`src/hw/rtl/tcf_pkg.sv`:
```
`default_nettype none

package tcf_pkg;

    // Field widths.
    localparam int GYRO_W = 19;
    localparam int ACC_W  = 16;
    localparam int ANG_W  = 19;
    localparam int OUT_W  = 20;
    localparam int CFG_W  = 16;
    localparam int CFG_IDX_W = 1;

    // Configuration register indexes.
    localparam logic [CFG_IDX_W-1:0] REG_KAPPA   = 1'b0;
    localparam logic [CFG_IDX_W-1:0] REG_EPSILON = 1'b1;

    localparam logic [CFG_W-1:0] KAPPA_RESET   = 16'd64225;
    localparam logic [CFG_W-1:0] EPSILON_RESET = 16'd66;

    // Scaling constants.
    localparam int RATE_K   = 292818;   // 256 * pi/180 * 2^16
    localparam int DT_K     = 161061;   // 0.0096 * 2^24
    localparam int INV_DT_K = 26667;    // 2^8 / 0.0096
    localparam int HALF_PI  = 102944;
    localparam int ACC_LIMIT = 205888;
    localparam int LIM_HI   = 524287;
    localparam int LIM_LO   = -524288;

    // Datapath widths.
    localparam int PROD_W = 53;
    localparam int MUL_A_W = 38;
    localparam int MUL_B_W = 20;
    localparam int WD_W   = 23;
    localparam int PRED_W = 21;
    localparam int DIFF_W = 22;
    localparam int SUM_W  = 39;
    localparam int SAT_W  = 30;

    // Rotator.
    localparam int CORDIC_STEPS = 16;
    localparam int ITER_W = $clog2(CORDIC_STEPS);
    localparam int CORD_W = 28;
    localparam int Z_W    = 20;
    localparam int TAB_N  = 24;
    localparam int TAB_IDX_W = 5;

    localparam logic [16:0] ATAN_TAB [0:TAB_N-1] = '{
        17'd51472, 17'd30386, 17'd16055, 17'd8150, 17'd4091, 17'd2047, 17'd1024, 17'd512,
        17'd256, 17'd128, 17'd64, 17'd32, 17'd16, 17'd8, 17'd4, 17'd2,
        17'd1, 17'd0, 17'd0, 17'd0, 17'd0, 17'd0, 17'd0, 17'd0
    };

    typedef struct packed {
        logic init;
        logic step;
    } cord_ctl_t;

    typedef struct packed {
        logic                    last;
        logic signed [ANG_W-1:0] angle;
    } cord_stat_t;

    // Microcode fields.
    localparam int PC_W = 4;

    localparam logic [2:0] A_NONE  = 3'd0;
    localparam logic [2:0] A_WDIFF = 3'd1;
    localparam logic [2:0] A_PRED  = 3'd2;
    localparam logic [2:0] A_ACC   = 3'd3;
    localparam logic [2:0] A_SUMLD = 3'd4;
    localparam logic [2:0] A_FUSE  = 3'd5;
    localparam logic [2:0] A_BIAS  = 3'd6;
    localparam logic [2:0] A_OUT   = 3'd7;

    localparam logic [1:0] C_NONE = 2'd0;
    localparam logic [1:0] C_INIT = 2'd1;
    localparam logic [1:0] C_ITER = 2'd2;

    localparam logic [2:0] M_NONE  = 3'd0;
    localparam logic [2:0] M_RATE  = 3'd1;
    localparam logic [2:0] M_DT    = 3'd2;
    localparam logic [2:0] M_KPRED = 3'd3;
    localparam logic [2:0] M_KACC  = 3'd4;
    localparam logic [2:0] M_EPS   = 3'd5;
    localparam logic [2:0] M_INVDT = 3'd6;

    localparam logic [2:0] J_NEXT      = 3'd0;
    localparam logic [2:0] J_WAIT_IN   = 3'd1;
    localparam logic [2:0] J_CORD_MORE = 3'd2;
    localparam logic [2:0] J_OUT_BUSY  = 3'd3;
    localparam logic [2:0] J_ALWAYS    = 3'd4;

    localparam logic [PC_W-1:0] STEP_IDLE = 4'd0;
    localparam logic [PC_W-1:0] STEP_LOOP = 4'd5;
    localparam logic [PC_W-1:0] STEP_BIAS = 4'd11;
    localparam logic [PC_W-1:0] STEP_OUT  = 4'd12;
    localparam logic [PC_W-1:0] STEP_LAST = 4'd13;

    typedef struct packed {
        logic [2:0]      alu;
        logic [1:0]      cord;
        logic [2:0]      mul;
        logic [2:0]      jump;
        logic [PC_W-1:0] target;
    } ucode_t;

    // The program. A taken jump loads target, otherwise the step counter advances.
    function automatic ucode_t ucode_rom(input logic [PC_W-1:0] pc);
        ucode_t u;
        u = '{alu: A_NONE, cord: C_NONE, mul: M_NONE, jump: J_ALWAYS, target: STEP_IDLE};
        case (pc)
            4'd0:  u = '{alu: A_NONE,  cord: C_NONE, mul: M_NONE,  jump: J_WAIT_IN,
                         target: STEP_IDLE};
            4'd1:  u = '{alu: A_NONE,  cord: C_INIT, mul: M_RATE,  jump: J_NEXT,
                         target: STEP_IDLE};
            4'd2:  u = '{alu: A_WDIFF, cord: C_ITER, mul: M_NONE,  jump: J_NEXT,
                         target: STEP_IDLE};
            4'd3:  u = '{alu: A_NONE,  cord: C_ITER, mul: M_DT,    jump: J_NEXT,
                         target: STEP_IDLE};
            4'd4:  u = '{alu: A_PRED,  cord: C_ITER, mul: M_NONE,  jump: J_NEXT,
                         target: STEP_IDLE};
            4'd5:  u = '{alu: A_NONE,  cord: C_ITER, mul: M_NONE,  jump: J_CORD_MORE,
                         target: STEP_LOOP};
            4'd6:  u = '{alu: A_ACC,   cord: C_NONE, mul: M_NONE,  jump: J_NEXT,
                         target: STEP_IDLE};
            4'd7:  u = '{alu: A_NONE,  cord: C_NONE, mul: M_KPRED, jump: J_NEXT,
                         target: STEP_IDLE};
            4'd8:  u = '{alu: A_SUMLD, cord: C_NONE, mul: M_KACC,  jump: J_NEXT,
                         target: STEP_IDLE};
            4'd9:  u = '{alu: A_FUSE,  cord: C_NONE, mul: M_EPS,   jump: J_NEXT,
                         target: STEP_IDLE};
            4'd10: u = '{alu: A_NONE,  cord: C_NONE, mul: M_INVDT, jump: J_NEXT,
                         target: STEP_IDLE};
            4'd11: u = '{alu: A_BIAS,  cord: C_NONE, mul: M_NONE,  jump: J_NEXT,
                         target: STEP_IDLE};
            4'd12: u = '{alu: A_OUT,   cord: C_NONE, mul: M_NONE,  jump: J_OUT_BUSY,
                         target: STEP_OUT};
            4'd13: u = '{alu: A_NONE,  cord: C_NONE, mul: M_NONE,  jump: J_ALWAYS,
                         target: STEP_IDLE};
            default: u = '{alu: A_NONE, cord: C_NONE, mul: M_NONE, jump: J_ALWAYS,
                           target: STEP_IDLE};
        endcase
        return u;
    endfunction

    function automatic logic signed [OUT_W-1:0] sat20(input logic signed [SAT_W-1:0] v);
        logic signed [OUT_W-1:0] r;
        if (v > SAT_W'(LIM_HI)) begin
            r = OUT_W'(LIM_HI);
        end else if (v < SAT_W'(LIM_LO)) begin
            r = OUT_W'(LIM_LO);
        end else begin
            r = OUT_W'(v);
        end
        return r;
    endfunction

endpackage

`default_nettype wire

```
`src/hw/rtl/tcf_cordic.sv`:
```
`default_nettype none

module tcf_cordic (
    input  logic                                clk,
    input  logic                                rst_n,
    input  tcf_pkg::cord_ctl_t                  ctl,
    input  logic signed [tcf_pkg::ACC_W-1:0]    accel_x,
    input  logic signed [tcf_pkg::ACC_W-1:0]    accel_z,
    output tcf_pkg::cord_stat_t                 stat
);
    import tcf_pkg::*;

    logic signed [CORD_W-1:0] x_reg, x_next;
    logic signed [CORD_W-1:0] y_reg, y_next;
    logic signed [Z_W-1:0]    z_reg, z_next;
    logic [ITER_W-1:0]        iter_reg, iter_next;
    logic                     zero_reg, zero_next;

    logic signed [ACC_W:0]    neg_ax;
    logic signed [CORD_W-1:0] xs, ys, dx, dy;
    logic signed [Z_W-1:0]    tab_s;

    always_comb
    begin
        neg_ax = -(ACC_W+1)'(accel_x);
        xs = CORD_W'($signed({accel_z, 8'b0}));
        ys = CORD_W'($signed({neg_ax, 8'b0}));
        dx = y_reg >>> iter_reg;
        dy = x_reg >>> iter_reg;
        tab_s = Z_W'($signed({1'b0, ATAN_TAB[TAB_IDX_W'(iter_reg)]}));

        x_next = x_reg;
        y_next = y_reg;
        z_next = z_reg;
        iter_next = iter_reg;
        zero_next = zero_reg;

        if (ctl.init) begin
            zero_next = (accel_x == '0) && (accel_z == '0);
            iter_next = '0;
            x_next = xs;
            y_next = ys;
            z_next = '0;
            // A vector in the left half plane is turned a quarter turn first.
            if (xs < 0) begin
                if (ys >= 0) begin
                    x_next = ys;
                    y_next = -xs;
                    z_next = Z_W'(HALF_PI);
                end else begin
                    x_next = -ys;
                    y_next = xs;
                    z_next = -Z_W'(HALF_PI);
                end
            end
        end else if (ctl.step) begin
            iter_next = iter_reg + 1'b1;
            if (y_reg >= 0) begin
                x_next = x_reg + dx;
                y_next = y_reg - dy;
                z_next = z_reg + tab_s;
            end else begin
                x_next = x_reg - dx;
                y_next = y_reg + dy;
                z_next = z_reg - tab_s;
            end
        end
    end

    always_ff @(posedge clk or negedge rst_n)
    begin
        if (!rst_n) begin
            iter_reg <= '0;
        end else begin
            iter_reg <= iter_next;
        end
    end

    always_ff @(posedge clk)
    begin
        x_reg <= x_next;
        y_reg <= y_next;
        z_reg <= z_next;
        zero_reg <= zero_next;
    end

    always_comb
    begin
        stat.last = (iter_reg == ITER_W'(CORDIC_STEPS - 1));
        if (zero_reg) begin
            stat.angle = '0;
        end else if (z_reg > Z_W'(ACC_LIMIT)) begin
            stat.angle = ANG_W'(ACC_LIMIT);
        end else if (z_reg < -Z_W'(ACC_LIMIT)) begin
            stat.angle = -ANG_W'(ACC_LIMIT);
        end else begin
            stat.angle = ANG_W'(z_reg);
        end
    end

    // The iteration count restarts on every new vector.
    a_iter_init: assert property (@(posedge clk) disable iff (!rst_n)
        ctl.init |=> iter_reg == '0)
        else $error("rotator iteration count not cleared");

    a_iter_count: assert property (@(posedge clk) disable iff (!rst_n)
        (ctl.step && !ctl.init) |=> iter_reg == $past(iter_reg) + 1'b1)
        else $error("rotator iteration count did not advance");

    a_iter_hold: assert property (@(posedge clk) disable iff (!rst_n)
        (!ctl.step && !ctl.init) |=> $stable(iter_reg))
        else $error("rotator iteration count moved while idle");

endmodule

`default_nettype wire

```
`src/hw/rtl/tilt_complementary_filter_core.sv`:
```
`default_nettype none

// Channel  Direction  Handshake              Words
// in       input      in_valid / in_stall    gyro_rate, accel_x, accel_z
// out      output     out_valid / out_stall  accel_angle, fused_angle, bias_estimate
// cfg      input      cfg_write              cfg_index, cfg_data (kappa, epsilon)
//
// The microprogram carries each accepted word through the rotator loop and the multiplier steps to
// its output step, and does not take the next word until the last word's program is through.
// A new input word is taken only when the sequencer is back at its idle step.
// A finished result waits in the output register; a stalled output holds the
// sequencer at its output step. Reset clears the angle and bias and restores the
// register defaults; there is no clearing pass.

module tilt_complementary_filter_core (
    input  logic                                 clk,
    input  logic                                 rst_n,
    input  logic                                 cfg_write,
    input  logic [tcf_pkg::CFG_IDX_W-1:0]        cfg_index,
    input  logic [tcf_pkg::CFG_W-1:0]            cfg_data,
    input  logic                                 in_valid,
    output logic                                 in_stall,
    input  logic signed [tcf_pkg::GYRO_W-1:0]    gyro_rate,
    input  logic signed [tcf_pkg::ACC_W-1:0]     accel_x,
    input  logic signed [tcf_pkg::ACC_W-1:0]     accel_z,
    output logic                                 out_valid,
    input  logic                                 out_stall,
    output logic signed [tcf_pkg::ANG_W-1:0]     accel_angle,
    output logic signed [tcf_pkg::OUT_W-1:0]     fused_angle,
    output logic signed [tcf_pkg::OUT_W-1:0]     bias_estimate
);
    import tcf_pkg::*;

    logic [PC_W-1:0] pc_reg, pc_next;
    ucode_t          uc;
    logic            jump_taken;
    logic            in_accept;
    logic            out_busy;
    logic            out_valid_reg, out_valid_next;

    logic [CFG_W-1:0] kappa_reg, kappa_next;
    logic [CFG_W-1:0] epsilon_reg, epsilon_next;

    logic signed [OUT_W-1:0] angle_reg, angle_next;
    logic signed [OUT_W-1:0] bias_reg, bias_next;

    logic signed [GYRO_W-1:0] g_reg;
    logic signed [ACC_W-1:0]  ax_reg, az_reg;
    logic signed [PROD_W-1:0] prod_reg;
    logic signed [WD_W-1:0]   wd_reg;
    logic signed [PRED_W-1:0] pred_reg;
    logic signed [ANG_W-1:0]  acc_reg;
    logic signed [SUM_W-1:0]  sum_reg;
    logic signed [OUT_W-1:0]  fused_reg;
    logic signed [ANG_W-1:0]  acc_out_reg;
    logic signed [OUT_W-1:0]  fused_out_reg, bias_out_reg;

    logic signed [MUL_A_W-1:0]         mul_a;
    logic signed [MUL_B_W-1:0]         mul_b;
    logic signed [MUL_A_W+MUL_B_W-1:0] mul_full;
    logic signed [PROD_W-1:0]          rnd16, rnd24;
    logic signed [DIFF_W-1:0]          diff;
    logic signed [SUM_W-1:0]           sum_all, fuse_rnd;
    logic signed [SAT_W-1:0]           bias_sum;
    logic [CFG_W:0]                    kappa_inv;

    cord_ctl_t  cctl;
    cord_stat_t cstat;

    tcf_cordic u_cordic (
        .clk     (clk),
        .rst_n   (rst_n),
        .ctl     (cctl),
        .accel_x (ax_reg),
        .accel_z (az_reg),
        .stat    (cstat)
    );

    // Sequencer.
    always_comb
    begin
        uc = ucode_rom(pc_reg);
        in_stall = (pc_reg != STEP_IDLE);
        in_accept = in_valid && !in_stall;
        out_busy = out_valid_reg && out_stall;
        case (uc.jump)
            J_NEXT:      jump_taken = 1'b0;
            J_WAIT_IN:   jump_taken = !in_valid;
            J_CORD_MORE: jump_taken = !cstat.last;
            J_OUT_BUSY:  jump_taken = out_busy;
            J_ALWAYS:    jump_taken = 1'b1;
            default:     jump_taken = 1'b1;
        endcase
        pc_next = jump_taken ? uc.target : pc_reg + 1'b1;
        cctl.init = (uc.cord == C_INIT);
        cctl.step = (uc.cord == C_ITER);
    end

    // Shared multiplier operand selection.
    always_comb
    begin
        diff = DIFF_W'(pred_reg) - DIFF_W'(acc_reg);
        kappa_inv = (CFG_W+1)'(1 << CFG_W) - {1'b0, kappa_reg};
        case (uc.mul)
            M_RATE:
            begin
                mul_a = MUL_A_W'(g_reg);
                mul_b = MUL_B_W'(RATE_K);
            end
            M_DT:
            begin
                mul_a = MUL_A_W'(wd_reg);
                mul_b = MUL_B_W'(DT_K);
            end
            M_KPRED:
            begin
                mul_a = MUL_A_W'(pred_reg);
                mul_b = $signed(MUL_B_W'(kappa_reg));
            end
            M_KACC:
            begin
                mul_a = MUL_A_W'(acc_reg);
                mul_b = $signed(MUL_B_W'(kappa_inv));
            end
            M_EPS:
            begin
                mul_a = MUL_A_W'(diff);
                mul_b = $signed(MUL_B_W'(epsilon_reg));
            end
            M_INVDT:
            begin
                mul_a = $signed(prod_reg[MUL_A_W-1:0]);
                mul_b = MUL_B_W'(INV_DT_K);
            end
            default:
            begin
                mul_a = '0;
                mul_b = '0;
            end
        endcase
        mul_full = mul_a * mul_b;
    end

    // Rounding and saturation on the multiplier result, state and output-valid updates, and configuration writes.
    always_comb
    begin
        rnd16 = (prod_reg + $signed(PROD_W'(1 << 15))) >>> 16;
        rnd24 = (prod_reg + $signed(PROD_W'(1 << 23))) >>> 24;
        sum_all = sum_reg + SUM_W'(prod_reg);
        fuse_rnd = (sum_all + $signed(SUM_W'(1 << 15))) >>> 16;
        bias_sum = SAT_W'(bias_reg) + SAT_W'(rnd24);

        angle_next = angle_reg;
        bias_next = bias_reg;
        if (uc.alu == A_BIAS) begin
            angle_next = fused_reg;
            bias_next = sat20(bias_sum);
        end

        out_valid_next = out_valid_reg && out_stall;
        if (uc.alu == A_OUT && !out_busy) begin
            out_valid_next = 1'b1;
        end

        kappa_next = kappa_reg;
        epsilon_next = epsilon_reg;
        if (cfg_write) begin
            case (cfg_index)
                REG_KAPPA:   kappa_next = cfg_data;
                REG_EPSILON: epsilon_next = cfg_data;
                default:     kappa_next = kappa_reg;
            endcase
        end
    end

    always_ff @(posedge clk or negedge rst_n)
    begin
        if (!rst_n) begin
            pc_reg <= STEP_IDLE;
            out_valid_reg <= 1'b0;
            kappa_reg <= KAPPA_RESET;
            epsilon_reg <= EPSILON_RESET;
            angle_reg <= '0;
            bias_reg <= '0;
        end else begin
            pc_reg <= pc_next;
            out_valid_reg <= out_valid_next;
            kappa_reg <= kappa_next;
            epsilon_reg <= epsilon_next;
            angle_reg <= angle_next;
            bias_reg <= bias_next;
        end
    end

    always_ff @(posedge clk)
    begin
        if (in_accept) begin
            g_reg <= gyro_rate;
            ax_reg <= accel_x;
            az_reg <= accel_z;
        end
        if (uc.mul != M_NONE) begin
            prod_reg <= $signed(mul_full[PROD_W-1:0]);
        end
        case (uc.alu)
            A_WDIFF: wd_reg <= WD_W'(rnd16) - WD_W'(bias_reg);
            A_PRED:  pred_reg <= PRED_W'(angle_reg) + PRED_W'(rnd24);
            A_ACC:   acc_reg <= cstat.angle;
            A_SUMLD: sum_reg <= SUM_W'(prod_reg);
            A_FUSE:  fused_reg <= sat20(SAT_W'(fuse_rnd));
            A_OUT:
            begin
                if (!out_busy) begin
                    acc_out_reg <= acc_reg;
                    fused_out_reg <= angle_reg;
                    bias_out_reg <= bias_reg;
                end
            end
            default: sum_reg <= sum_reg;
        endcase
    end

    assign out_valid = out_valid_reg;
    assign accel_angle = acc_out_reg;
    assign fused_angle = fused_out_reg;
    assign bias_estimate = bias_out_reg;

    a_accept_start: assert property (@(posedge clk) disable iff (!rst_n)
        in_accept |=> pc_reg == STEP_IDLE + 1'b1)
        else $error("accepted word did not start the program");

    a_out_from_step: assert property (@(posedge clk) disable iff (!rst_n)
        $rose(out_valid_reg) |-> $past(pc_reg) == STEP_OUT)
        else $error("result raised outside the output step");

    a_loop_exit: assert property (@(posedge clk) disable iff (!rst_n)
        (pc_reg == STEP_LOOP && cstat.last) |=> pc_reg == STEP_LOOP + 1'b1)
        else $error("rotator loop did not exit on its last step");

    a_state_update: assert property (@(posedge clk) disable iff (!rst_n)
        (pc_reg != STEP_BIAS) |=> ($stable(angle_reg) && $stable(bias_reg)))
        else $error("filter state changed outside the update step");

    a_pc_range: assert property (@(posedge clk) disable iff (!rst_n)
        pc_reg <= STEP_LAST)
        else $error("step counter left the program");

endmodule

`default_nettype wire
```
`config.mk`:
```
export PLATFORM = sky130hd
export DESIGN_NAME = tilt_complementary_filter_core
export DESIGN_NICKNAME = d
export VERILOG_FILES = /design/src/hw/rtl/tcf_pkg.sv /design/src/hw/rtl/tcf_cordic.sv /design/src/hw/rtl/tilt_complementary_filter_core.sv
export SDC_FILE = /design/constraint.sdc
export NUM_CORES = 2
export LEC_CHECK = 0
export BUFFER_PORTS_ARGS = -buffer_cell sky130_fd_sc_hd__buf_4
export CORE_MARGIN = 3
export CORE_UTILIZATION = 65
export DETAILED_ROUTE_END_ITERATION = 6
export PLACE_DENSITY_LB_ADDON = 0.25
export SLEW_MARGIN = 15
export SYNTH_ARGS = -nofsm -noshare
export SYNTH_HDL_FRONTEND = slang
export SYNTH_SLANG_ARGS = --single-unit
```
`constraint.sdc`:
```
create_clock -name clk -period 24 [get_ports clk]
set_input_delay 3.6 -clock clk [delete_from_list [all_inputs] [get_ports clk]]
set_output_delay 3.6 -clock clk [all_outputs]
set_load 0.005 [all_outputs]
```
==> impl_metrics.csv <==
group,metric,value,unit
run_status,outcome,"complete, no violations",
clock_network,clk_latency,0.61,ns
route,vias,44475,
clock_network,cts_setup_buffers,0,
floorplan,ioPinCount,134,
worst_hold_path,min_from,"bias_reg[17]",
worst_setup_path,r2r_cells,40,
place,hpwl,128,mm
clock_network,clk_pin_slew,0.07,ns
synth,yosys.area.top_type,"fa_1",
global_route,grt_overflow,0,
floorplan,die-area,0.0887,mm^2
timing,fin_setup_tns,0,ns
route,wire_per_inst,22.9,um
synth,synthTopCellsByCount,"inv_1 (999), nand2_1 (703), fa_1 (669)",
cells_and_area,multi_input_area,0.0379,mm^2
route,ant_nets,0,
timing,hold_viol_final,0,
global_route,grt_pass1_wl,254,mm
worst_setup_path,startpoint,"pc_reg[2]",
worst_setup_path,path_max_fanout,42,
timing,rsz0062_at_grt,"false",
clock_network,cts.repair.resized,0,
clock_network,clock_sinks,443,
floorplan,start_util,0.659,
place,io_buffers,133,
clock_network,htree_levels,2,
floorplan,die_width,298,um
global_route,grt_pass1_vias,44529,
synth,synth_enable_flop_cells,362,
worst_hold_path,hold_class,"reg2reg",
synth,seq_area_frac_synth,0.233,
worst_setup_path,rrSetupSlack,12.22,ns
synth,syn_nets,7087,
synth,syn-instance-count,5949,
timing,tightest_slew,1.23,ns
timing,final_max_slew_viol_count,0,
timing,min_period_over_period,0.491,
place,place_congestion,1.02,
route,drtIter0Drc,4420,
timing,max_freq,0.0849,GHz
clock_network,cts_tree,"yes",
synth,synthTopCellsByArea,"fa_1 (24%), edfxtp_1 (20%), ha_1 (9.0%)",
synth,synthArstFlopShare,0.183,
floorplan,row_count,106,
synth,yosys.cell_types.count,88,
global_route,antenna_found_initial,4,
route,via_per_inst,6.23,
place,dp_cells,7057,
synth,synth_top_area_share,0.242,
worst_hold_path,min_to,"bias_estimate[17]",
worst_setup_path,critPathMaxStageDelay,0.68,ns
clock_network,numCtsBuffers,45,
cells_and_area,nNetsFinal,7109,
cells_and_area,fin_cells,7141,
synth,yosysWarnings,0,
synth,synth_seq_cells,443,
worst_setup_path,end_kind,"register",
cells_and_area,area.sequential,0.0129,mm^2
worst_setup_path,crit_path_frequent_cell,"fa_1",
synth,synth_ff_type,"edfxtp_1",
worst_setup_path,required,24.35,ns
clock_network,cts_root_buf,"clkbuf_16",
cells_and_area,largest_reg_flops,53,
worst_setup_path,crit_type,"reg2reg",
global_route,grt_max_degree,88,
job,max-cap-violations,0,
cells_and_area,nFillCells,6430,
timing,period_minus_slack,11.78,ns
timing,setup_viol,0,
route,route.detailed.drc,0,
synth,post_synth.cell_area_avg,9.30,um^2
worst_hold_path,hold_path_depth,0,
clock_network,cts_hold_buf,0,
worst_setup_path,critPathLaunchType,"register",
timing,skew,0.0329,ns
cells_and_area,area_delta_synth_final,6.87,%
worst_setup_path,critPathArrivalTime,12.13,ns
floorplan,die_height,298,um
synth,synth_most_common_cell,"inv_1",
cells_and_area,drive_gt1_frac,0.0811,
floorplan,design.core.area,0.0840,mm^2
global_route,grt_usage,0.372,
worst_setup_path,crit_slowest_cell,"dfrtp_1",
route,totalWireLength,163,mm
timing,slew_headroom,0.179,
worst_setup_path,timing.rr.end,"prod_reg[50]",
clock_network,cts_max_path_buffers,3,
worst_setup_path,reg2reg_from,"pc_reg[2]",
synth,syn_area,0.0553,mm^2
route,drt_first_pass_iters,6,
final cells by class:
cell class | count | area share
timing repair buffer | 204 | 0.0260
multi-input combinational | 4274 | 0.642
inverter | 1003 | 0.0637
clock inverter | 25 | 0.00489
clock buffer | 56 | 0.0211
sequential | 443 | 0.218
tap | 1134 | 0.0240
antenna | 2 | 0.0000846
layer usage:
metal  part of all wire  track usage
met1               0.37        0.483
met2               0.46        0.589
met3               0.10       0.0813
met4              0.064        0.194
met5           0.000080            0
metrics by stage:
stage,worst slack [ns],hold WS (ns),utilization,area [um^2]
4_1_cts,12.38,0.461,0.704,59100
6_report,12.22,0.459,0.704,59100
3_3_place_gp,12.71,0.435,0.686,57600
5_1_grt,11.65,0.469,0.704,59100
3_5_place_dp,12.39,0.451,0.686,57600
2_1_floorplan,14.28,0.424,-,55300
worst max path at each step:
stage	endpoint	slack, ns
5_1_grt	prod_reg[50]	11.65
6_report	prod_reg[50]	12.22
2_1_floorplan	prod_reg[50]	14.28
3_5_place_dp	prod_reg[50]	12.39
4_1_cts	prod_reg[50]	12.38
3_3_place_gp	prod_reg[50]	12.71
cells in the final DEF, fill, tap and decap left out, drive strengths merged, types with 100 or more instances in the layout:
master,netlist,layout
inv,1002,1007
nor3,102,102
buf,43,204
and3,106,106
a21oi,246,246
o21ai,281,281
xor2,129,129
fa,669,669
nor2,425,425
nand2,703,703
edfxtp,362,362
ha,396,396
xnor2,226,226
nand3,100,100
critical path: cells and delay by family (launching register included):
family                     cells  cell delay (ns)
adders and majority gates      9             4.32
and+or+nand+nor                9             2.53
AOI/OAI and AO/OA             12             2.42
buffers and inverters          9             1.47
DFF                            1             0.68
xor gates and xnor gates       1             0.07
kinds of logic after synthesis:
kind of cell	count (synthesis)	share of synthesized area
and+or+nand+nor	1720	0.140
buffers and inverters	1232	0.0840
adders and majority gates	1065	0.332
AOI/OAI and AO/OA	976	0.113
DFF	443	0.233
xor gates and xnor gates	355	0.0562
muxes	158	0.0412
Power is not shown: default switching activity piles up to over one toggle a cycle in this logic, so the estimate is an artifact.
